`src/rtl/origin_outside_hull_2d_test_unit_macros.svh`:
```
// assertion macros for the origin-outside-hull test unit
`ifndef ORIGIN_OUTSIDE_HULL_2D_TEST_UNIT_MACROS_SVH
`define ORIGIN_OUTSIDE_HULL_2D_TEST_UNIT_MACROS_SVH

// same-cycle implication, checked on every rising clock edge out of reset
`define OOH_ASSERT_SAME(label, ante, cons, msg) \
   label: assert property (@(posedge clock) disable iff (reset) (ante) |-> (cons)) \
      else $error(msg);

// next-cycle implication
`define OOH_ASSERT_NEXT(label, ante, cons, msg) \
   label: assert property (@(posedge clock) disable iff (reset) (ante) |=> (cons)) \
      else $error(msg);

`endif

```
`src/rtl/ooh_pkg.sv`:
```
// shared types and constants of the origin-outside-hull test unit
`default_nettype none

package ooh_pkg;

   localparam int COORD_WIDTH = 24;
   // exact cross or dot product of two coordinate pairs
   localparam int PROD_WIDTH  = 2 * COORD_WIDTH + 1;
   localparam int TOL_WIDTH   = 32;
   localparam int CMP_WIDTH   = (PROD_WIDTH > TOL_WIDTH + 1) ? PROD_WIDTH : TOL_WIDTH + 1;

   localparam int CSR_AW = 3;
   localparam int CSR_DW = 32;

   localparam logic [TOL_WIDTH-1:0] TOL_RESET     = TOL_WIDTH'(429);
   localparam logic                 REG_TOLERANCE = 1'b0;

   // two-entry queues: count holds 0..2
   localparam logic [1:0] QUEUE_FULL = 2'd2;

   typedef logic signed [COORD_WIDTH-1:0] coord_type;
   typedef logic signed [PROD_WIDTH-1:0]  prod_type;

   typedef struct packed {
      coord_type x;
      coord_type y;
   } point_type;

   typedef struct packed {
      point_type pt;
      logic      last;
   } in_item_type;

   // wedge edges kept as the points they were rotated from
   typedef struct packed {
      point_type low;
      point_type high;
   } wedge_type;

   typedef struct packed {
      point_type pt;
      logic      last;
      logic      pend;   // previous point was decided in the cycle this one moved up
      prod_type  lp_w;   // low edge . p
      prod_type  ld_w;   // low source point . p
      prod_type  hp_w;   // high edge . p
      prod_type  hd_w;   // high source point . p
      prod_type  pc;     // cross of previous point and p
      prod_type  pd;     // dot of previous point and p
   } prod_item_type;

   function automatic prod_type mul(coord_type a, coord_type b);
      return prod_type'(a) * prod_type'(b);
   endfunction

endpackage

`default_nettype wire

```
`src/rtl/ooh_back.sv`:
```
// back end: wedge decision, set state and result queue
`default_nettype none

module ooh_back import ooh_pkg::*; (
   input  logic                 clock,
   input  logic                 reset,
   input  logic [TOL_WIDTH-1:0] tolerance,
   input  logic                 prod_valid,
   input  prod_item_type        prod_item,
   output logic                 back_fire,
   output wedge_type            wedge,
   output logic                 result_push,
   output logic                 rsp_empty,
   input  logic                 rsp_pop,
   output logic                 rsp_origin_outside
);

   wedge_type  wedge_ff, wedge_in;
   logic       awaiting_ff, awaiting_in;
   logic       failed_ff, failed_in;
   logic       upd_low_ff, upd_high_ff;
   logic       rq_ff [2];
   logic [1:0] rq_cnt_ff, rq_cnt_in;
   logic       rq_wr_ff, rq_rd_ff;

   logic                        rq_full, rsp_take, use_pl, use_ph, evaluate, fail_now;
   logic                        upd_low, upd_high, verdict;
   prod_type                    lp, ld, hp, hd;
   logic signed [CMP_WIDTH-1:0] lp_c, hp_c, tol_pos, tol_neg;
   logic                        front_l, behind_l, fail_l, front_h, behind_h, fail_h;

   always_comb begin
      rq_full   = (rq_cnt_ff == QUEUE_FULL);
      rsp_take  = rsp_pop && !rsp_empty;
      back_fire = prod_valid && (!prod_item.last || !rq_full);
      result_push = back_fire && prod_item.last;

      // forward the previous point when it just became an edge
      use_pl = prod_item.pend && upd_low_ff;
      use_ph = prod_item.pend && upd_high_ff;
      lp = use_pl ? -prod_item.pc : prod_item.lp_w;
      ld = use_pl ? prod_item.pd  : prod_item.ld_w;
      hp = use_ph ? prod_item.pc  : prod_item.hp_w;
      hd = use_ph ? prod_item.pd  : prod_item.hd_w;

      lp_c    = CMP_WIDTH'(lp);
      hp_c    = CMP_WIDTH'(hp);
      tol_pos = $signed(CMP_WIDTH'(tolerance));
      tol_neg = -tol_pos;

      front_l  = lp_c > tol_pos;
      behind_l = lp_c < tol_neg;
      fail_l   = !front_l && !behind_l && (ld[PROD_WIDTH-1] || (ld == '0));
      front_h  = hp_c > tol_pos;
      behind_h = hp_c < tol_neg;
      fail_h   = !front_h && !behind_h && (hd[PROD_WIDTH-1] || (hd == '0));

      evaluate = !awaiting_ff && !failed_ff;
      fail_now = evaluate && (fail_l || fail_h || (behind_l && behind_h));
      upd_low  = awaiting_ff || (evaluate && !fail_now && behind_l);
      upd_high = awaiting_ff || (evaluate && !fail_now && behind_h);
      verdict  = !(failed_ff || fail_now);

      wedge_in = wedge_ff;
      if (upd_low) begin
         wedge_in.low = prod_item.pt;
      end
      if (upd_high) begin
         wedge_in.high = prod_item.pt;
      end

      if (prod_item.last) begin
         awaiting_in = 1'b1;
         failed_in   = 1'b0;
      end else begin
         awaiting_in = 1'b0;
         failed_in   = failed_ff || fail_now;
      end

      unique case ({result_push, rsp_take})
         2'b10:   rq_cnt_in = rq_cnt_ff + 2'd1;
         2'b01:   rq_cnt_in = rq_cnt_ff - 2'd1;
         default: rq_cnt_in = rq_cnt_ff;
      endcase
   end

   assign wedge              = wedge_ff;
   assign rsp_empty          = (rq_cnt_ff == 2'd0);
   assign rsp_origin_outside = rq_ff[rq_rd_ff];

   always_ff @(posedge clock) begin
      if (reset) begin
         awaiting_ff <= 1'b1;
         failed_ff   <= 1'b0;
         upd_low_ff  <= 1'b0;
         upd_high_ff <= 1'b0;
         rq_cnt_ff   <= 2'd0;
         rq_wr_ff    <= 1'b0;
         rq_rd_ff    <= 1'b0;
      end else begin
         rq_cnt_ff <= rq_cnt_in;
         if (back_fire) begin
            awaiting_ff <= awaiting_in;
            failed_ff   <= failed_in;
            upd_low_ff  <= upd_low;
            upd_high_ff <= upd_high;
         end
         if (result_push) begin
            rq_wr_ff <= !rq_wr_ff;
         end
         if (rsp_take) begin
            rq_rd_ff <= !rq_rd_ff;
         end
      end
   end

   always_ff @(posedge clock) begin
      if (back_fire) begin
         wedge_ff <= wedge_in;
      end
      if (result_push) begin
         rq_ff[rq_wr_ff] <= verdict;
      end
   end

endmodule

`default_nettype wire
```
`config.mk`:
```
export PLATFORM = sky130hd
export DESIGN_NAME = ooh_back
export DESIGN_NICKNAME = d
export VERILOG_FILES = /design/src/rtl/origin_outside_hull_2d_test_unit_macros.svh /design/src/rtl/ooh_pkg.sv /design/src/rtl/ooh_back.sv
export SDC_FILE = /design/constraint.sdc
export NUM_CORES = 1
export LEC_CHECK = 0
export BUFFER_PORTS_ARGS = -buffer_cell sky130_fd_sc_hd__buf_2
export CAP_MARGIN = 20
export CORE_AREA = 4 4 187 189
export DETAILED_ROUTE_END_ITERATION = 16
export DIE_AREA = 0 0 191 193
export MAX_ROUTING_LAYER = met4
export PLACE_DENSITY_LB_ADDON = 0.15
export SETUP_SLACK_MARGIN = 0.05
export SYNTH_ARGS = -nofsm -noshare
export SYNTH_HDL_FRONTEND = slang
export SYNTH_SLANG_ARGS = --single-unit
```
`constraint.sdc`:
```
create_clock -name clock -period 27.7 [get_ports clock]
set_input_delay 5.54 -clock clock [delete_from_list [all_inputs] [get_ports clock]]
set_output_delay 5.54 -clock clock [all_outputs]
set_load 0.005 [all_outputs]
```
==> flow_metrics.env <==
export IMPL_yosysSeqAreaShare=0.3113
export IMPL_nets=2083
export IMPL_grt_pass1_wl_microns=61380
export IMPL_synth_edf_count=98
export IMPL_cts_root_buffer="clkbuf_16"
export IMPL_finalCritPeriodShare=0.4591
export IMPL_cp_start_kind="input pin"
export IMPL_seqPwrFrac=0.403
export IMPL_grt_usage=0.2250
export IMPL_cts_max_level=3
export IMPL_power_switching_uw=167.8
export IMPL_fillers=3387
export IMPL_core_sq_mm=0.03328
export IMPL_power_density_mw_per_mm2=37.84
export IMPL_reg2reg_slack_ns=21.95
export IMPL_clk_path_buf_depth=2
export IMPL_p_comb_frac=0.345
export IMPL_design_die_area_sq_mm=0.03686
export IMPL_multiInputGateArea_sq_mm=0.006669
export IMPL_gp_congestion=0.9122
export IMPL_post_cts_resized=0
export IMPL_clk_latency_ns=0.34
export IMPL_cts_buffers=9
export IMPL_wirelength_microns=43080
export IMPL_dp_hpwl_microns=37630
export IMPL_r2r_end="wedge[8]$_DFFE_PP_"
export IMPL_antenna_found_initial=15
export IMPL_syn_area_per_cell_sq_um=9.401
export IMPL_netlist_instances=1067
export IMPL_seqCellArea_sq_mm=0.003123
export IMPL_critical_path_class="in2reg"
export IMPL_p_leak_nw=6.091
export IMPL_irDropWorstVdd_v=0.00003745
export IMPL_reg2regPathDepth=15
export IMPL_period_needed_ns=12.72
export IMPL_p_int_uw=335.4
export IMPL_layout_drive_gt1_share=0.3689
export IMPL_slowest_delay_ns=0.82
export IMPL_syn_area_sq_mm=0.01003
export IMPL_setup_viol_count_final=0
export IMPL_port_buffers=479
export IMPL_fmax_mhz=78.63
export IMPL_syn_num_nets=1610
export IMPL_min_to="rq_cnt_ff[1]$_SDFFE_PP0P_"
export IMPL_viasPerCell=5.154
export IMPL_arrival_ns=12.69
export IMPL_first_pass_iters=5
export IMPL_grt_pass1_vias=10540
export IMPL_synth_compound_area_share=0.1294
export IMPL_postSynth_asyncResetShare=0
export IMPL_switching_share=0.3334
export IMPL_crit_path_cell_trace="buf_2 -> inv_1 -> ha_1 -> nor4b_1 -> nand3_1 -> or2_2 -> or4_1 -> or3_1 -> xor2_1 -> nand2_1 -> nand2_1 -> ha_1 -> nand4_1 -> nor4_1 -> o211ai_1 -> or4_1 -> a41oi_1 -> mux2i_1 -> a211oi_1 -> a31oi_1 -> nor2_4 -> buf_4"
export IMPL_vias=10350
export IMPL_synth_top_family_by_area="simple AND/OR/NAND/NOR gates"
export IMPL_finalPower_uw=503.2
export IMPL_yosysUniqueCellTypes=63
export IMPL_fin_setup_tns_ns=0
export IMPL_min_path_type="reg2reg"
export IMPL_cpMaxStageDelayCell="nand3_1"
export IMPL_cp_max_fo=48
export IMPL_finalHoldViolCount=0
export IMPL_initial_core_util=0.3014
export IMPL_ios=480
export IMPL_cts_num_sinks=107
export IMPL_cp_required_ns=27.67
export IMPL_cts_clk_slew_worst_paths_ns=0.08
export IMPL_status="finished, final reports clean"
export IMPL_slew_headroom=0.3538
export IMPL_dieWidth_microns=191
export IMPL_grt_ovfl_total=0
export IMPL_die_height_microns=193
export IMPL_drcViolationCount=0
export IMPL_whs_path_depth=2
export IMPL_rows=67
export IMPL_worstMarginPinSlew_ns=0.9448
export IMPL_synthMuxAreaShare=0.06000
export IMPL_synthSimpleGateAreaFrac=0.2091
export IMPL_slew_viol_final=0
export IMPL_endpoint_kind="flop"
export IMPL_cap_violations=0
export IMPL_first_iter_violations=634
export IMPL_grt_max_degree=53
export IMPL_power_share_clock=0.252
export IMPL_post_cts_buffers=0
export IMPL_ant_nets=0
export IMPL_cts_tree="built"
export IMPL_synth_adder_area_share=0.2033
export IMPL_area_growth_pct=32.56
export IMPL_synth_main_ff_cell="edfxtp_1"
export IMPL_yosys_register_bits=107
export IMPL_yosys_area_share_xor_xnor=0.06112
export IMPL_cts_hold_buf=0
export IMPL_min_from="rq_cnt_ff[1]$_SDFFE_PP0P_"
export IMPL_reg2reg_from="upd_low_ff$_SDFFE_PP0P_"
export IMPL_rsz0062_at_grt="false"
export IMPL_fin_skew_ns=0.01138
export IMPL_yosys_warnings=0
export IMPL_avgRoutedWirePerCell_microns=21.47
-- worst max-delay path, delay by kind of cell --
| family | cells | cell delay (ns) |
|---|---|---|
| AOI/OAI and AO/OA | 4 | 1.12 |
| xor gates and xnor gates | 1 | 0.15 |
| adders and majority gates | 2 | 0.52 |
| buffers and inverters | 3 | 0.71 |
| muxes | 1 | 0.20 |
| and+or+nand+nor | 11 | 4.36 |
-- layout by cell type (no fill, tap or decap), drive strengths merged, types with 11 or more instances in the layout --
cell and instances:
nand2 95, nand3 25, diode 14, o211ai 11
nor4 68, a21o 14, xnor2 40, a211oi 13
ha 163, buf 484, a21oi 54, edfxtp 98
mux2 49, nor3 36, xor2 30, o21ai 73
inv 47, or3 11, nor2 67, nand4 47
-- synth_stat cells, drive strengths merged, types with 7 or more instances --
cell	count	area, sq um
ha	163	2039
edfxtp	98	2943
nand2	95	356.6
o21ai	73	365.4
nor4	68	483.0
nor2	67	251.5
a21oi	54	270.3
mux2	49	551.8
nand4	47	294.0
inv	45	168.9
xnor2	40	350.3
nor3	36	180.2
xor2	30	262.8
nand3	25	125.1
clkbuf	16	60.06
a21o	14	105.1
a211oi	13	102.6
o211ai	11	82.58
or3	11	73.82
dfxtp	9	180.2
or4	9	71.32
nand2b	7	43.79
nor2b	7	43.79
o31ai	7	52.55
-- final cells by class --
cell class / instances / share of cell area
diodes: 14 / 0.002635
clock buffers: 9 / 0.01694
clock inverters: 7 / 0.006022
inverters: 45 / 0.01270
multi-input cells: 893 / 0.5016
flip-flops and latches: 107 / 0.2349
well taps: 448 / 0.04216
repair buffers: 484 / 0.1831
-- power groups by stage --
stage / registers, mW / clock network, mW / logic, mW
after global placement: 0.206 / 0 / 0.172
after global routing: 0.204 / 0.137 / 0.194
after CTS: 0.203 / 0.130 / 0.174
final: 0.203 / 0.127 / 0.173
after floorplan: 0.208 / 0 / 0.0868
after detailed placement: 0.206 / 0 / 0.173
-- registers in the layout, summed over array words and instances, names as in the netlist, named ones only --
| signal | cells |
|---|---|
| rq_cnt_ff | 2 |
| upd_low_ff | 1 |
| awaiting_ff | 1 |
| wedge | 96 |
| rq_ff | 2 |
| upd_high_ff | 1 |
| rq_rd_ff | 1 |
| rq_wr_ff | 1 |
| failed_ff | 1 |
-- kinds of logic (layout without fill, tap and decap cells) --
group | Yosys count | count (layout)
adders and majority gates | 163 | 163
other | 0 | 14
DFF | 107 | 107
muxes | 54 | 54
and+or+nand+nor | 395 | 395
AOI/OAI and AO/OA | 211 | 211
xor gates and xnor gates | 70 | 70
buffers and inverters | 67 | 545
-- per-layer routing --
| layer | wire length (microns) | global-route usage | vias up |
|---|---|---|---|
| li1 | - | - | 5096 |
| met1 | 17680 | 0.2680 | 4845 |
| met2 | 22090 | 0.4048 | 364 |
| met3 | 2521 | 0.03547 | 40 |
| met4 | 788 | 0.04669 | 0 |
| met5 | 0 | - | - |
-- stage by stage --
| stage | hold WS [ns] | setup WS [ns] | util | instances | cell area, sq um |
|---|---|---|---|---|---|
| after global placement | 0.4903 | 14.85 | 0.3893 | 1977 | 12960 |
| after global routing | 0.5481 | 14.64 | 0.3995 | 2007 | 13300 |
| after CTS | 0.5238 | 15.00 | 0.3985 | 1993 | 13260 |
| after floorplan | 0.4716 | 14.94 | - | 1067 | 10030 |
| after detailed placement | 0.5093 | 14.68 | 0.3893 | 1977 | 12960 |
| final | 0.5224 | 14.98 | 0.3995 | 2007 | 13300 |
-- worst max-delay path by stage --
| stage | startpoint | end | slack [ns] | depth (start not counted) |
|---|---|---|---|---|
| 2_1_floorplan | prod_item[50] | wedge[48]$_DFFE_PP_ | 14.94 | 21 |
| 3_3_place_gp | prod_item[49] | wedge[45]$_DFFE_PP_ | 14.85 | 22 |
| 3_5_place_dp | prod_item[49] | wedge[45]$_DFFE_PP_ | 14.68 | 22 |
| 4_1_cts | prod_item[49] | wedge[24]$_DFFE_PP_ | 15.00 | 22 |
| 5_1_grt | prod_item[49] | wedge[24]$_DFFE_PP_ | 14.64 | 22 |
| 6_report | prod_item[49] | wedge[8]$_DFFE_PP_ | 14.98 | 22 |
No activity file was read; power rests on OpenSTA's default activity.
